`config.mk`:
```
export PLATFORM = sky130hd
export DESIGN_NAME = bir_divider
export DESIGN_NICKNAME = d
export VERILOG_FILES = /design/src/rtl/core/bir_divider.sv
export SDC_FILE = /design/constraint.sdc
export NUM_CORES = 1
export LEC_CHECK = 0
export ABC_AREA = 1
export BUFFER_PORTS_ARGS = -buffer_cell sky130_fd_sc_hd__buf_4
export CAP_MARGIN = 20
export CORE_MARGIN = 2
export CORE_UTILIZATION = 54
export DETAILED_ROUTE_END_ITERATION = 12
export GPL_ROUTABILITY_DRIVEN = 0
export PLACE_DENSITY = 0.91
export REMOVE_ABC_BUFFERS = 1
export SLEW_MARGIN = 10
export SYNTH_ARGS = -nofsm -noshare
export SYNTH_HDL_FRONTEND = slang
export SYNTH_SLANG_ARGS = --single-unit
```
`constraint.sdc`:
```
create_clock -name clk -period 2.5 [get_ports clk]
set_clock_uncertainty 0.1 [all_clocks]
set_input_delay 0.75 -clock clk [delete_from_list [all_inputs] [get_ports clk]]
set_output_delay 0.75 -clock clk [all_outputs]
set_load 0.02 [all_outputs]
```
`src/rtl/core/bir_divider.sv`:
```
module bir_divider #(
    parameter int NUM_W = 30,
    parameter int DEN_W = 11
) (
    input  logic             clk,
    input  logic             rst_n,
    input  logic             start,
    input  logic [NUM_W-1:0] numerator,
    input  logic [DEN_W-1:0] divisor,
    output logic             done,
    output logic [NUM_W-1:0] quotient
);

    localparam int CNT_W = $clog2(NUM_W + 1);

    logic             busy_reg;
    logic             done_reg;
    logic [CNT_W-1:0] cnt_reg;
    logic [DEN_W-1:0] rem_reg;
    logic [DEN_W-1:0] den_reg;
    logic [NUM_W-1:0] quo_reg;
    logic [DEN_W:0]   trial;
    logic             fits;

    // one quotient bit per cycle, restoring
    assign trial = {rem_reg, quo_reg[NUM_W-1]};
    assign fits  = trial >= {1'b0, den_reg};

    always_ff @(posedge clk or negedge rst_n)
    begin
        if (!rst_n)
        begin
            busy_reg <= 1'b0;
            done_reg <= 1'b0;
            cnt_reg  <= '0;
        end
        else
        begin
            done_reg <= 1'b0;
            if (start)
            begin
                busy_reg <= 1'b1;
                cnt_reg  <= CNT_W'(NUM_W);
            end
            else if (busy_reg)
            begin
                cnt_reg <= cnt_reg - 1'b1;
                if (cnt_reg == CNT_W'(1))
                begin
                    busy_reg <= 1'b0;
                    done_reg <= 1'b1;
                end
            end
        end
    end

    always_ff @(posedge clk)
    begin
        if (start)
        begin
            rem_reg <= '0;
            den_reg <= divisor;
            quo_reg <= numerator;
        end
        else if (busy_reg)
        begin
            rem_reg <= fits ? DEN_W'(trial - {1'b0, den_reg}) : DEN_W'(trial);
            quo_reg <= {quo_reg[NUM_W-2:0], fits};
        end
    end

    assign done     = done_reg;
    assign quotient = quo_reg;

endmodule

```
# == Word-level counts from Yosys, hierarchy flattened ==
# Cells that the tools add are included.
# word_totals
reg_bits,59
latchBits,0
ramBits,0
mem_bits_ro,0
input_bits,44
output_inout_bits,31
word_cells,22
memories,0
# classes
add_sub_neg,2
mul,0
div_mod_pow,0
order_cmp,1
eq_ne,1
shift,0
mux,11
bitwise_logic,0
reduce_logical,1
# op_table
operator,count
$mux W30,2
$ge A12 B11 Y1,1
$mux W11,1
$sub A11 B11 Y11,1
$mux W5,2
$mux W1,6
$eq A5 B1 Y1 const B,1
$sub A5 B1 Y5 const B,1
$reduce_bool A2 Y1,1

# == Longest topological paths before layout ==
# Gate-level depths: netlist of the first run.
# depth
depth_word,4
ltp_mapped,12
mapped_depth_nobuf,12

# == Least setup slack after synthesis of the first run ==
# Ideal clock, no wire load.
# synth_path
path_kind,in2reg
start,input start
end,register quo_reg[0] (netlist: quotient[0]) (enable)
setup_time_ns,0.385
arrival_time_ns,1.697
required_time_ns,2.015
path_slack_ns,0.317
path_stages,3
n_path_buf,1
cell_sequence,clkbuf_1 nor2_1 inv_1
# synth_via
elab_chain_cells,1
# synth_lines
item,line_no,source
"start, declared",7,"input logic start,"
$reduce_bool A2 Y1 (no source line),-,
"end signal, assigned",63,quo_reg <= numerator;
"end signal, assigned",68,"quo_reg <= {quo_reg[NUM_W-2:0], fits};"
"end, declared",21,logic [NUM_W-1:0] quo_reg;
# Every way passes these cells.
# A chain may end at the register's enable or synchronous reset.

# == Worst setup path in the final report of the first run ==
# layout_path
start,register quo_reg[29] (netlist: quotient[29])
end,register rem_reg[2]
# layout_via
elab_chain_cells,2
word_cells_on_any_way,3
classes_between,1 x add/sub; 1 x order compare; 1 x mux
# layout_lines
item,line_no,source
$sub A11 B11 Y11 or $ge A12 B11 Y1 (tied branches),"67, 27",
$mux W11 *,67,"rem_reg <= fits ? DEN_W'(trial - {1'b0, den_reg}) : DEN_W'(trial);"
"end signal, assigned",67,
"end, declared",19,logic [DEN_W-1:0] rem_reg;
# Every way passes the cells marked *; elsewhere a longest branch is shown, timed or not.

==> impl_results.md, run 1 <==
* Post-Synth Adder-Cell Area at under 10%
* Setup TNS at 0 ns
* Filler Cell Count at 339
* Die Y at ~82 microns
* Slew margin rel. at between 60% and 70%
* # IOs at 75
* Post-route cell area at slightly above 4000 sq um
* Pins Over Slew Limit at 0
* H-tree Lvls at 3
* Pre-CTS setup slack at between 0.2 and 0.3 ns
* Final period util at just over 90%
* Worst Tran Pin Value at approximately 0.48 ns
* Hold-fix buffers, CTS at 0
* Max reg flops at 30
* CTS tree: yes
* Dpl hpwl at 6.125 mm
* Syn_area_per_cell at between 8 and 9 sq um
* Synth top area share at between 30% and 40%
* Critical Path RT at around 2.7 ns
* Worst VDD drop at roughly 0.65 mV
* Final non-filler cell total at between 500 and 600
* Simple-Gate Fraction of Synth Area at 32.52%
* Hold WS at approximately 0.093 ns
* Post-CTS setup buffer count at 0
* Synth area leader: edfxtp_1
* Port bufs at 74
* Post-synthesis xor/xnor area fraction at less than 1%
* Post-synthesis register bit count at 59
* Placed Instances at around 530
* Final Util at roughly 70%
* RSZ-0062 raised after global routing: false
* Final global-route overflow total at 0
* Residual DRC at 0
* CTS Buf Count at 9
* Post-route antenna net violation count at 0
* R2R Path Start: quotient[29]
* Ant. Diodes at 0
* Per-cell routed wire length at between 15 and 20 microns
* Max cap viols at 0
* Post-DP Area at between 3000 and 4000 sq um
* Vias at roughly 3,200
* Vias per Instance at around 5.8
* Final worst path period need at ~2.3 ns
* Total design power at about 3.7 mW
* Worst Setup Start Kind: flop
* Largest net degree at the start of global routing at 33
* Hold Path Class: input port to asynchronous set/reset pin
* Clock buffer depth at 2
* Initial antenna violation count at 0
* Commonest non-fill, non-tap cell in the layout: nand2_1
* Synth unique cells at 32
* Power Density at 909.3 nW/um^2
* DRT iter0 DRCs at roughly 460
* Crit path arrival time at around 2.5 ns
* Final hold violations at 0
* Commonest cells after routing, fill and taps aside: nand2_1 (157), buf_4 (81), inv_1 (51)
* DRT Pass-1 Iters at 5
* Reg-to-reg endpoint: rem_reg[2]
* R2r setup slk at roughly 0.17 ns
* YS warnings at 0
* Leakage at between 2 and 2.5 nW
* Resized Gates After CTS at 0
* Clock transition at path regs at about 0.080 ns
* Share of cells above drive strength 1 at 25.79%
* Max FO, Critical Path at 12
* Clk sink count at 59
* Core box area at between 5000 and 6000 sq um
* Post-Route WL at just under 10 mm
* Clock latency on the worst-skew pair at 0.35 ns
* Mapped Cells at roughly 390
* Largest family of logic cells by synthesized area: simple AND/OR/NAND/NOR gates
* Initial cell density of the core at 55.50%
* Overall global routing resource usage at 31.50%
* Mux share of post-synthesis cell area at 0%
* Die W at just over 80 microns
* Status: completed
* Vias in the first global route at 3,152
* Setup WS post-layout at between 0.15 and 0.2 ns
* First-pass GRT wire length at 15.26 mm
* Cells on worst reg2reg path at 11
* Final setup fails at 0
* P&R area growth vs syn at 26.59%
* Top cells by area, synth: edfxtp_1 (38%), nand2_1 (18%), dfxtp_1 (6.8%), inv_1 (5.9%), dfrtp_1 (5.4%)
* Crit path kind: flop to flop
* Synth Area in Compound Gates at approximately 2.1%
* Num rows at 28
* Post-Syn Area at roughly 3200 sq um
* Crit end category: flop
* Die footprint at approximately 6600 sq um
* Clock Root Buffer: clkbuf_8
* Fin nets at approximately 530
* Sequential area share after synthesis at approximately 50%
* Max Fclk at between 0.4 and 0.5 GHz
layer usage:
metal,GRT usage [%],up-vias,share of wire [%]
met3,8.022,54,10
met4,14.24,0,4.6
li1,-,1404,-
met5,0,-,0
met1,35.99,1476,35
met2,55.33,255,50
synth_stat cells (all sizes together):
| cell | instances |
|---|---|
| a21o | 1 |
| a21oi | 6 |
| a22oi | 1 |
| and2 | 1 |
| buf | 4 |
| clkbuf | 9 |
| dfrtp | 7 |
| dfxtp | 11 |
| edfxtp | 41 |
| fa | 1 |
| ha | 13 |
| inv | 53 |
| nand2 | 168 |
| nand3 | 31 |
| nand4 | 16 |
| nor2 | 17 |
| nor4 | 1 |
| o21ai | 4 |
| or2 | 1 |
| xnor2 | 2 |
| xor2 | 1 |
report_power, final:
part           switching, mW  total, mW  internal [mW]
logic                  0.832       1.32          0.484
registers              0.127       1.32           1.19
clock network          0.432       1.10          0.670
total                   1.39       3.74           2.35
area by class of cell:
type / count / area [sq um] / share of cell area (%)
Sequential cell: 59 / 1627 / 39.57
Clock buffer: 9 / 123.9 / 3.014
Inverter: 53 / 198.9 / 4.840
Clock inverter: 7 / 125.1 / 3.044
Multi-Input combinational cell: 264 / 1334 / 32.45
Timing Repair Buffer: 81 / 608.1 / 14.79
Tap cell: 75 / 93.84 / 2.283
critical path, cell delays in order (launching register included):
cell and delay (ns):
edfxtp_1 0.39, inv_1 0.08, ha_1 0.23, fa_1 0.40
inv_1 0.10, nand3_1 0.09, nand3_2 0.12, nand2_2 0.20
nand4_4 0.25, nand2_2 0.10, nand3_1 0.11, nand2_1 0.05
worst max-delay path by stage:
| stage | end | start |
|---|---|---|
| finish | rem_reg[2] | quotient[29] |
| global route | rem_reg[2] | quotient[29] |
| CTS | rem_reg[2] | quotient[29] |
| detailed placement | quotient[0] | quotient[29] |
| global placement | quotient[0] | quotient[29] |
| floorplan | quotient[0] | start |
cell families after synthesis:
logic type | count (synthesis)
and+or+nand+nor | 235
AOI/OAI and AO/OA | 12
buffers and inverters | 66
xor gates and xnor gates | 3
adders and majority gates | 14
DFF | 59
Power figures use the tool's default switching activity.
==> inputs of run 2 (changes only) <==
Settings changed: CORE_UTILIZATION 54 to 30, PLACE_DENSITY 0.91 to 0.61.
==> run 2 against run 1 <==
  * Global-route usage decreased by 17 points
  * Sequential cell count unchanged
  * Sequential share of layout area decreased by 0.39 points
  * Sequential power about the same
  * Cell area increased by 1.0%
  * Highest routed layer unchanged
  * Register-to-register slack improved by 0.08 ns
  * Largest power group unchanged
==> impl_results.md, run 2 (synthesis results as in run 1) <==
* Status: completed
* Worst Setup Start Kind: flop
* Vias at 2,756 (-14%)
* DRT Pass-1 Iters at 4 (-1)
* Final setup fails at 0 (unchanged)
* Slew margin rel. at 74.94% (+7.0 points)
* Post-Route WL at 7.386 mm (-25%)
* Vias in the first global route at 2,789 (-12%)
* Final hold violations at 0 (unchanged)
* Max reg flops at 30 (unchanged)
* Pins Over Slew Limit at 0 (unchanged)
* Share of cells above drive strength 1 at 25.00% (-0.79 points)
* Max cap viols at 0 (unchanged)
* RSZ-0062 raised after global routing: false
* Filler Cell Count at 1,070 (+220%)
* Final worst path period need at 2.249 ns (-0.08457 ns)
* Num rows at 37 (+32%)
* Clock transition at path regs at 0.07 ns (about the same)
* Critical Path RT at 2.50 ns (-0.15 ns)
* Core box area at 10,420 sq um (+78%)
* Power Density at 831.6 nW/um^2 (-8.5%)
* First-pass GRT wire length at 12.99 mm (-15%)
* CTS Buf Count at 9 (unchanged)
* DRT iter0 DRCs at 122 (-74%)
* Die W at 108.0 microns (+32%)
* Commonest non-fill, non-tap cell in the layout: nand2_1
* Clk sink count at 59 (unchanged)
* Final non-filler cell total at 608 (+11%)
* Die Y at 108.0 microns (+32%)
* Initial cell density of the core at 31.17% (-24 points)
* Port bufs at 74 (unchanged)
* Clock latency on the worst-skew pair at 0.34 ns (about the same)
* Worst VDD drop at 0.4181 mV (-36%)
* Post-route antenna net violation count at 0 (unchanged)
* Hold Path Class: input port to asynchronous set/reset pin
* Leakage at 2.117 nW (-0.78%)
* Placed Instances at 592 (+11%)
* Per-cell routed wire length at 12.15 microns (-32%)
* Worst Tran Pin Value at 0.3725 ns (-0.1040 ns)
* # IOs at 75 (unchanged)
* Dpl hpwl at 5.497 mm (-10%)
* Clock Root Buffer: clkbuf_8
* Overall global routing resource usage at 14.25% (-17 points)
* Resized Gates After CTS at 0 (unchanged)
* Final global-route overflow total at 0 (unchanged)
* Initial antenna violation count at 0 (unchanged)
* Max FO, Critical Path at 12 (unchanged)
* Met2 global-route usage at 22.78% (-33 points)
* Fin nets at 525 (-0.19%)
* Ant. Diodes at 0 (unchanged)
* Crit path arrival time at 2.25 ns (-0.24 ns)
* Grt met1 use at 17.20% (-19 points)
* Hold-fix buffers, CTS at 0 (unchanged)
* Clock buffer depth at 2 (unchanged)
* Final period util at 89.96% (-3.4 points)
* Commonest cells after routing, fill and taps aside: nand2_1 (157), buf_4 (79), inv_1 (51)
* Residual DRC at 0 (unchanged)
* P&R area growth vs syn at 27.86%
* Met3 usage at 5.847% (-2.2 points)
* Largest net degree at the start of global routing at 32 (-3.0%)
* Die footprint at 11,670 sq um (+76%)
* Crit path kind: flop to flop
* Setup TNS at 0 ns (unchanged)
* Total design power at 3.452 mW (-7.6%)
* H-tree Lvls at 3 (unchanged)
* Max Fclk at 0.4446 GHz (+3.8%)
* CTS tree: yes
* Post-CTS setup buffer count at 0 (unchanged)
* Vias per Instance at 4.533 (-22%)
* GR peak layer: met2
* Crit end category: flop
==> run 2: worst max-delay path, cell delays in order (launching register included) <==
cell and delay, ns:
edfxtp_1 0.38, inv_1 0.09, ha_1 0.19, fa_1 0.22, inv_1 0.06, nand3_1 0.08
nand3_2 0.12, nand2_2 0.27, nand4_4 0.31, nand2_1 0.13, nand2_1 0.05
==> run 2: final timing paths <==
check,slack (ns),start,cells past startpoint,end
worst min-delay path,0.1,rst_n,1,cnt_reg[4]
min in group clk,0.37,rem_reg[9],2,rem_reg[9]
worst max-delay path,0.25,quotient[29],10,quotient[0]
worst max register to register,0.25,quotient[29],10,quotient[0]
max in group asynchronous,2.07,rst_n,1,done
worst min register to register,0.37,rem_reg[9],2,rem_reg[9]
==> run 2: final cells by class <==
type                    instances  area [sq um]  share of cell area, %
repair buffers                 80         613.1                  14.77
clock buffers                  11         131.4                  3.165
flip-flops and latches         59          1627                  39.18
clock inverters                 5         77.57                  1.869
inverters                      53         198.9                  4.792
multi-input cells             264          1334                  32.13
well taps                     136         170.2                  4.099
==> run 2: per-stage QoR <==
step	util [%]	setup slack, ns	hold slack, ns	cell area [sq um]
2_1_floorplan	-	0.2367	0.3397	3159
3_3_place_gp	37.85	0.2713	0.3606	3943
3_5_place_dp	37.85	0.2225	0.3624	3943
4_1_cts	39.86	0.2118	0.08601	4151
5_1_grt	39.86	0.04411	0.08480	4151
6_report	39.86	0.2509	0.09869	4151
==> run 2: power breakdown <==
| group | total (mW) | switching, mW | internal, mW |
|---|---|---|---|
| logic | 1.23 | 0.743 | 0.483 |
| clock network | 0.939 | 0.381 | 0.558 |
| registers | 1.29 | 0.0936 | 1.19 |
| total | 3.45 | 1.22 | 2.24 |
==> run 2: layer usage <==
metal  vias up  part of all wire (%)
li1       1401                     -
met4         0                   1.8
met5         -                     0
met2        88                    46
met1      1254                    44
met3        13                   8.7
